[src/block_move_engine_top_macros.svh]
// ----------------------------------------------------------------------------
// Block move engine assertion macros
// Concurrent check wrappers, removed when SYNTHESIS is defined.
// ----------------------------------------------------------------------------
`ifndef BLOCK_MOVE_ENGINE_TOP_MACROS_SVH
`define BLOCK_MOVE_ENGINE_TOP_MACROS_SVH

`ifndef SYNTHESIS
`define BME_ASSERT_IMP(label, clk, rst_n, ante, cons) \
  label: assert property (@(posedge clk) disable iff (!rst_n) (ante) |-> (cons)) \
    else $error("block move engine check failed");
`define BME_ASSERT_NXT(label, clk, rst_n, ante, cons) \
  label: assert property (@(posedge clk) disable iff (!rst_n) (ante) |=> (cons)) \
    else $error("block move engine check failed");
`else
`define BME_ASSERT_IMP(label, clk, rst_n, ante, cons)
`define BME_ASSERT_NXT(label, clk, rst_n, ante, cons)
`endif

`endif

[src/bme_pkg.sv]
// ----------------------------------------------------------------------------
// Block move engine package
// Transaction types, codes and tick constants shared by the engine modules.
// ----------------------------------------------------------------------------
package bme_pkg;

  localparam int AddrW = 16;

  localparam logic OP_START = 1'b0;
  localparam logic OP_DATA  = 1'b1;

  localparam logic [1:0] SPACE_MEM = 2'd0;
  localparam logic [1:0] SPACE_IIO = 2'd1;
  localparam logic [1:0] SPACE_XIO = 2'd2;
  localparam logic [1:0] SPACE_BAD = 2'd3;

  localparam logic [1:0] ADV_BOTH = 2'd0;
  localparam logic [1:0] ADV_SRC  = 2'd1;
  localparam logic [1:0] ADV_DST  = 2'd2;
  localparam logic [1:0] ADV_BAD  = 2'd3;

  localparam logic [3:0] CYC_NONE        = 4'd0;
  localparam logic [3:0] CYC_REP_START   = 4'd5;
  localparam logic [3:0] CYC_REP_BYTE    = 4'd7;
  localparam logic [3:0] CYC_SINGLE_BYTE = 4'd9;

  typedef struct packed {
    logic        operation;
    logic [15:0] src_addr;
    logic [15:0] dst_addr;
    logic [15:0] byte_count;
    logic        direction;
    logic [1:0]  advance_mode;
    logic        io_side;
    logic [1:0]  space;
    logic        repeat_req;
    logic [7:0]  read_data;
  } item_t;

  typedef struct packed {
    logic        write_valid;
    logic [15:0] write_addr;
    logic [7:0]  write_data;
    logic [1:0]  write_space;
    logic [15:0] read_addr;
    logic [1:0]  read_space;
    logic        done_res;
    logic [15:0] count_left;
    logic [15:0] src_now;
    logic [15:0] dst_now;
    logic        flag_v;
    logic [3:0]  cycles;
  } result_t;

  typedef struct packed {
    logic       direction;
    logic [1:0] advance;
    logic       io_side;
    logic [1:0] space;
    logic       repeat_req;
  } mode_t;

  typedef struct packed {
    logic             is_start;
    logic [AddrW-1:0] src;
    logic [AddrW-1:0] dst;
    logic [15:0]      count;
    mode_t            mode;
    logic [7:0]       data;
  } cmd_t;

endpackage

[src/bme_front.sv]
// ----------------------------------------------------------------------------
// Block move engine front end
// Accepts transactions, decodes start and data items and queues them for the back end.
// ----------------------------------------------------------------------------
module bme_front import bme_pkg::*; (
  input  logic  clk_i,
  input  logic  rst_ni,
  input  logic  push_i,
  output logic  full_o,
  input  item_t item_i,
  output logic  cmd_valid_o,
  output cmd_t  cmd_o,
  input  logic  cmd_take_i
);

  cmd_t       mem_q [2];
  logic       wr_ptr_q, wr_ptr_d;
  logic       rd_ptr_q, rd_ptr_d;
  logic [1:0] cnt_q, cnt_d;
  logic       push_ok;
  logic       take_ok;
  cmd_t       dec;

  // classify and clean up the codes
  always_comb begin
    dec            = '0;
    dec.is_start   = (item_i.operation == OP_START);
    dec.src        = AddrW'(item_i.src_addr);
    dec.dst        = AddrW'(item_i.dst_addr);
    dec.count      = item_i.byte_count;
    dec.data       = item_i.read_data;
    dec.mode.direction  = item_i.direction;
    dec.mode.advance    = (item_i.advance_mode == ADV_BAD) ? ADV_BOTH : item_i.advance_mode;
    dec.mode.io_side    = item_i.io_side;
    dec.mode.space      = (item_i.space == SPACE_BAD) ? SPACE_MEM : item_i.space;
    dec.mode.repeat_req = item_i.repeat_req;
  end

  assign full_o      = (cnt_q == 2'd2);
  assign push_ok     = push_i && !full_o;
  assign cmd_valid_o = (cnt_q != 2'd0);
  assign take_ok     = cmd_take_i && cmd_valid_o;
  assign cmd_o       = mem_q[rd_ptr_q];

  always_comb begin
    wr_ptr_d = push_ok ? !wr_ptr_q : wr_ptr_q;
    rd_ptr_d = take_ok ? !rd_ptr_q : rd_ptr_q;
    cnt_d    = cnt_q;
    case ({push_ok, take_ok})
      2'b10:   cnt_d = cnt_q + 2'd1;
      2'b01:   cnt_d = cnt_q - 2'd1;
      default: cnt_d = cnt_q;
    endcase
  end

  always_ff @(posedge clk_i or negedge rst_ni) begin
    if (!rst_ni) begin
      wr_ptr_q <= 1'b0;
      rd_ptr_q <= 1'b0;
      cnt_q    <= 2'd0;
    end else begin
      wr_ptr_q <= wr_ptr_d;
      rd_ptr_q <= rd_ptr_d;
      cnt_q    <= cnt_d;
    end
  end

  always_ff @(posedge clk_i) begin
    if (push_ok) begin
      mem_q[wr_ptr_q] <= dec;
    end
  end

endmodule

[src/bme_back.sv]
// ----------------------------------------------------------------------------
// Block move engine back end
// Holds pointers, count and mode, executes one command per cycle while the result queue has room, queues results.
// ----------------------------------------------------------------------------
`include "block_move_engine_top_macros.svh"

module bme_back import bme_pkg::*; (
  input  logic    clk_i,
  input  logic    rst_ni,
  input  logic    cmd_valid_i,
  input  cmd_t    cmd_i,
  output logic    cmd_take_o,
  output logic    empty_o,
  input  logic    pop_i,
  output result_t result_o
);

  localparam logic [AddrW-1:0] PtrOne = AddrW'(1);

  logic [AddrW-1:0] src_q, src_d;
  logic [AddrW-1:0] dst_q, dst_d;
  logic [15:0]      count_q, count_d;
  logic             busy_q, busy_d;
  mode_t            mode_q, mode_d;

  result_t          omem_q [2];
  logic             owr_q, ord_q;
  logic [1:0]       ocnt_q, ocnt_d;
  logic             take;
  logic             pop_ok;
  logic             take_data;
  result_t          res;
  logic [3:0]       extra;
  logic             vflag;

  assign take      = cmd_valid_i && (ocnt_q != 2'd2);
  assign cmd_take_o = take;
  assign take_data = take && !cmd_i.is_start;
  assign empty_o   = (ocnt_q == 2'd0);
  assign pop_ok    = pop_i && !empty_o;
  assign result_o  = omem_q[ord_q];

  always_comb begin
    case (mode_q.space)
      SPACE_IIO: extra = 4'd1;
      SPACE_XIO: extra = 4'd2;
      default:   extra = 4'd0;
    endcase
  end

  always_comb begin
    src_d   = src_q;
    dst_d   = dst_q;
    count_d = count_q;
    busy_d  = busy_q;
    mode_d  = mode_q;
    vflag   = 1'b0;
    res     = '0;
    if (cmd_i.is_start) begin
      src_d      = cmd_i.src;
      dst_d      = cmd_i.dst;
      count_d    = cmd_i.count;
      mode_d     = cmd_i.mode;
      busy_d     = 1'b1;
      res.cycles = cmd_i.mode.repeat_req ? CYC_REP_START : CYC_NONE;
    end else if (busy_q) begin
      res.write_valid = 1'b1;
      res.write_addr  = 16'(dst_q);
      res.write_data  = cmd_i.data;
      res.write_space = mode_q.io_side ? SPACE_MEM : mode_q.space;
      count_d         = count_q - 16'd1;
      if (mode_q.advance != ADV_DST) begin
        src_d = mode_q.direction ? src_q - PtrOne : src_q + PtrOne;
      end
      if (mode_q.advance != ADV_SRC) begin
        dst_d = mode_q.direction ? dst_q - PtrOne : dst_q + PtrOne;
      end
      if (mode_q.repeat_req) begin
        res.cycles = CYC_REP_BYTE + extra;
        if (count_d == 16'd0) begin
          busy_d = 1'b0;
        end
      end else begin
        res.cycles = CYC_SINGLE_BYTE + extra;
        busy_d     = 1'b0;
        vflag      = (count_d != 16'd0);
      end
    end
    res.read_addr  = busy_d ? 16'(src_d) : 16'd0;
    res.read_space = (busy_d && mode_d.io_side) ? mode_d.space : SPACE_MEM;
    res.done_res   = !busy_d;
    res.count_left = count_d;
    res.src_now    = 16'(src_d);
    res.dst_now    = 16'(dst_d);
    res.flag_v     = !busy_d && vflag;
  end

  always_comb begin
    case ({take, pop_ok})
      2'b10:   ocnt_d = ocnt_q + 2'd1;
      2'b01:   ocnt_d = ocnt_q - 2'd1;
      default: ocnt_d = ocnt_q;
    endcase
  end

  always_ff @(posedge clk_i or negedge rst_ni) begin
    if (!rst_ni) begin
      src_q   <= '0;
      dst_q   <= '0;
      count_q <= '0;
      busy_q  <= 1'b0;
      mode_q  <= '0;
      owr_q   <= 1'b0;
      ord_q   <= 1'b0;
      ocnt_q  <= 2'd0;
    end else begin
      if (take) begin
        src_q   <= src_d;
        dst_q   <= dst_d;
        count_q <= count_d;
        busy_q  <= busy_d;
        mode_q  <= mode_d;
        owr_q   <= !owr_q;
      end
      if (pop_ok) begin
        ord_q <= !ord_q;
      end
      ocnt_q <= ocnt_d;
    end
  end

  always_ff @(posedge clk_i) begin
    if (take) begin
      omem_q[owr_q] <= res;
    end
  end

  `BME_ASSERT_IMP(a_ocnt_bound, clk_i, rst_ni, 1'b1, ocnt_q != 2'd3)
  `BME_ASSERT_NXT(a_start_busy, clk_i, rst_ni, take && cmd_i.is_start, busy_q)
  `BME_ASSERT_IMP(a_fall_data, clk_i, rst_ni, $fell(busy_q), $past(take_data))
  `BME_ASSERT_NXT(a_single_ends, clk_i, rst_ni, take_data && busy_q && !mode_q.repeat_req,
                  !busy_q)

endmodule

[src/block_move_engine_top.sv]
// ----------------------------------------------------------------------------
// Block move engine
// Byte block copy engine with separate command front end and execution back end.
// ----------------------------------------------------------------------------
// Usage:
//   Input channel: item_i with push/full. A start transaction loads source,
//   destination, count and mode; a data transaction carries the byte read at
//   the last requested address. Every accepted transaction yields one result.
//   Result channel: result_o with empty/pop. Each result holds the write to
//   perform (if any), the next read request, done, V and the tick count.
//   An accepted transaction is registered in the front-end queue, then executed
//   and its result registered in the result queue, from which it can be popped.
//   Throughput: one transaction per cycle while the result queue has room, set
//   by the pointer and count update in the back end.
//   Stall: two results queue at the output, then the back end holds, two
//   transactions queue in the front end, then full rises.
//   Reset: both queues empty, pointers, count and mode cleared, engine idle.
// ----------------------------------------------------------------------------
module block_move_engine_top import bme_pkg::*; (
  input  logic    clk_i,
  input  logic    rst_ni,
  input  logic    push,
  output logic    full,
  input  item_t   item_i,
  output logic    empty,
  input  logic    pop,
  output result_t result_o
);

  logic cmd_valid;
  cmd_t cmd;
  logic cmd_take;

  bme_front u_front (
    .clk_i       (clk_i),
    .rst_ni      (rst_ni),
    .push_i      (push),
    .full_o      (full),
    .item_i      (item_i),
    .cmd_valid_o (cmd_valid),
    .cmd_o       (cmd),
    .cmd_take_i  (cmd_take)
  );

  bme_back u_back (
    .clk_i       (clk_i),
    .rst_ni      (rst_ni),
    .cmd_valid_i (cmd_valid),
    .cmd_i       (cmd),
    .cmd_take_o  (cmd_take),
    .empty_o     (empty),
    .pop_i       (pop),
    .result_o    (result_o)
  );

endmodule

[config.mk]
export PLATFORM = sky130hd
export DESIGN_NAME = block_move_engine_top
export DESIGN_NICKNAME = d
export VERILOG_FILES = /design/src/bme_pkg.sv /design/src/bme_front.sv /design/src/bme_back.sv /design/src/block_move_engine_top.sv
export VERILOG_INCLUDE_DIRS = /design/src /design/src/src
export SDC_FILE = /design/constraint.sdc
export NUM_CORES = 1
export LEC_CHECK = 0
export ABC_CLOCK_PERIOD_IN_PS = 10370
export BUFFER_PORTS_ARGS = -buffer_cell sky130_fd_sc_hd__buf_2
export CELL_PAD_IN_SITES_DETAIL_PLACEMENT = 0
export CELL_PAD_IN_SITES_GLOBAL_PLACEMENT = 2
export CORE_MARGIN = 2
export CORE_UTILIZATION = 45
export CTS_CLUSTER_DIAMETER = 200
export CTS_CLUSTER_SIZE = 40
export DETAILED_ROUTE_END_ITERATION = 16
export HOLD_SLACK_MARGIN = 0.08
export PLACE_DENSITY = 0.93
export SYNTH_ARGS = -nofsm -noshare
export SYNTH_HDL_FRONTEND = slang
export SYNTH_SLANG_ARGS = --single-unit
[constraint.sdc]
create_clock -name clk_i -period 10.37 [get_ports clk_i]
set_input_delay 1.5555 -clock clk_i [delete_from_list [all_inputs] [get_ports clk_i]]
set_output_delay 1.5555 -clock clk_i [all_outputs]
set_load 0.02 [all_outputs]
==> reports/qor.tcl <==
set qor(status) {finished clean}
set qor(io_pins) 169
set qor(post-route-cell-area_mm2) 0.0191
set qor(synth-async-reset-ratio_pct) 16.4
set qor(clock.fmax_ghz) 0.227
set qor(use_met3_pct) 2.78
set qor(clk_path_buf_depth) 3
set qor(register_area_mm2) 0.0114
set qor(slew_headroom_pct) 28.1
set qor(wirelength_um) 38300
set qor(stdcell_count) 1898
set qor(grt_pass1_vias) 10598
set qor(rsz0062_at_grt) {false}
set qor(final_hold_viol_count) 0
set qor(holdCritPathClass) {reg2reg}
set qor(detailed_place.area_mm2) 0.0187
set qor(die_area_mm2) 0.0401
set qor(critPathArrivalTime_ns) 2.85
set qor(dp.cells) 1875
set qor(groute.layer.met2.usage_pct) 32.1
set qor(drt-vias-per-instance) 5.45
set qor(post_cts_hold_buffers) 0
set qor(multi_input_area_mm2) 0.00561
set qor(min_period_over_period_pct) 42.5
set qor(place.port_buffers) 168
set qor(placeableCoreArea_mm2) 0.0378
set qor(detailedRoute.firstIterationViolations) 719
set qor(grt_antenna_before_repair) 5
set qor(path_cells) {buf_4, mux2_2, buf_2}
set qor(grt-busiest-layer) {met2}
set qor(syn_area_per_cell_um2) 14.0
set qor(globalRoute.totalOverflow) 0
set qor(cts-resized-gates) 0
set qor(drive_gt1_share_pct) 25.6
set qor(drc_errors) 0
set qor(timing.clock.skew_ns) 0.0386
set qor(yosys.cell_types.count) 75
set qor(placementRows) 71
set qor(maximum_number_of_pins_on_one_net_before_global_route_repair) 72
set qor(final_critical_path_setup_slack_ns) 5.96
set qor(cts_buffers) 13
set qor(critical_path.startpoint_type) {flop}
set qor(most_instantiated_flip_flop_cell_in_the_synthesis_netlist) {sky130_fd_sc_hd__edfxtp_1}
set qor(post-synth-top-count-cell) {sky130_fd_sc_hd__edfxtp_1}
set qor(clk_latency_ns) 0.55
set qor(dp_worst_setup_slack_ns) 6.47
set qor(cp_max_fo) 69
set qor(place_congestion) 0.821
set qor(cp_data_required_time_ns) 8.81
set qor(routed-via-count) 10343
set qor(clkTransAtPathRegs_ns) 0.14
set qor(cts_num_sinks) 390
set qor(global_route.usage.met1_pct) 26.1
set qor(final-max-slew-violation-count) 0
set qor(max-cap-violations) 0
set qor(synthCells) 1233
set qor(htree_num_levels) 1
set qor(critical_path_end_type) {primary output}
set qor(critical_path.slowest_cell) {sky130_fd_sc_hd__buf_4}
set qor(globalRouteTotalUtil_pct) 18.9
set qor(firstDrtPassIters) 5
set qor(final_nets) 1484
set qor(synth.yosys.seq_area_share_pct) 65.8
set qor(dieHeight_um) 200
set qor(critical-path-max-stage-delay_ns) 0.93
set qor(tns_ns) 0
set qor(synth_largest_type_area_fraction_pct) 56.5
set qor(setup_violations) 0
set qor(grt_first_pass_wirelength_um) 59800
set qor(final_period_minus_worst_setup_slack_ns) 4.41
set qor(synth_enable_flop_cells) 326
set qor(dpl_hpwl_um) 24600
set qor(wl_per_cell_um) 20.2
set qor(post_synth_most_frequent_cells) {sky130_fd_sc_hd__edfxtp_1, sky130_fd_sc_hd__mux2_2, sky130_fd_sc_hd__nand2_1}
set qor(worstMarginPinSlew_ns) 1.08
set qor(synthesis.yosys.warnings) 0
set qor(flip_flop_and_latch_count_after_synthesis) 390
set qor(synth_largest_area_cell) {sky130_fd_sc_hd__edfxtp_1}
set qor(cts_root_buf) {sky130_fd_sc_hd__clkbuf_16}
set qor(drt.antenna.violating_nets) 0
set qor(area.growth.synth_to_final_pct) 10.3
set qor(cts_setup_buffers) 0
set qor(timing.setup.critical_path_class) {reg2out}
set qor(post_synth_main_area_contributors) {sky130_fd_sc_hd__edfxtp_1, sky130_fd_sc_hd__dfrtp_1, sky130_fd_sc_hd__mux2_2, sky130_fd_sc_hd__ha_1, sky130_fd_sc_hd__mux2i_1}
set qor(fill_cells) 3210
set qor(start_util_pct) 45.9
set qor(tritoncts) {yes}
set qor(syn-cell-area_mm2) 0.0173
set qor(die_x_um) 200
set qor(synth_fp_nets) 1338
stage by stage:
step / hold WS (ns) / util, %
6_report: 0.541 / 50.6
5_1_grt: 0.578 / 50.6
4_1_cts: 0.539 / 50.6
3_5_place_dp: 0.505 / 49.6
3_3_place_gp: 0.496 / 49.6
2_1_floorplan: 0.460 / -
layer usage:
layer  part of all wire, %  vias to the layer above
met1                    46                     5174
li1                      -                     4919
met5                 0.097                        -
met2                    48                      203
met3                   4.4                       41
met4                   1.6                        6
kinds of logic after synthesis:
| kind of cell | Yosys count | share of synthesized area [%] |
|---|---|---|
| DFF | 390 | 65.8 |
| and+or+nand+nor | 281 | 8.01 |
| AOI/OAI and AO/OA | 225 | 8.33 |
| muxes | 171 | 10.8 |
| buffers and inverters | 84 | 2.00 |
| xor gates and xnor gates | 45 | 2.28 |
| adders and majority gates | 37 | 2.76 |
critical path, delay by kind of cell (launching register included):
family | cells | cell delay (ns)
buffers and inverters | 2 | 1.09
flip-flops | 1 | 0.76
multiplexers | 1 | 0.44
path summary, 6_finish.rpt:
check	startpoint	end	slack, ns	cells after the start
max reg2reg	u_front.rd_ptr_q	u_back.omem_q[0][4]	6.70	7
max	u_back.ord_q	result_o[20]	5.96	3
min reg2reg	u_back.src_q[11]	u_back.src_q[11]	0.54	2
min	u_back.src_q[11]	u_back.src_q[11]	0.54	2
max in group asynchronous	rst_ni	u_front.rd_ptr_q	8.36	2
min in group asynchronous	rst_ni	u_back.dst_q[15]	1.26	2
cell usage in the layout, fill, tap and decap left out, drive strengths merged, types with 10 or more instances in the layout:
cell type  instances
a211oi            17
a21o              10
a21oi             60
a31oi             15
and3              18
buf              186
clkbuf            20
dfrtp             64
edfxtp           326
ha                35
inv               30
mux2             129
mux2i             42
nand2             92
nand3             13
nor2              70
nor2b             26
nor3              22
o21ai             56
xnor2             26
xor2              19
sequential cells by signal, indices dropped and copies added, names as in the netlist, 2 cells and up:
name,count
u_back.omem_q,198
u_front.mem_q,128
u_back.count_q,16
u_back.dst_q,16
u_back.src_q,16
u_back.mode_q,7
u_back.ocnt_q,2
u_front.cnt_q,2
final cells by class:
class	count	area share [%]
flip-flops and latches	390	59.7
multi-input cells	759	29.4
repair buffers	186	5.11
well taps	511	3.35
clock buffers	20	1.84
inverters	29	0.570
clock inverters	1	0.0589
diodes	2	0.0262
Power is not shown: default switching activity piles up to over one toggle a cycle in this logic, so the estimate is an artifact.
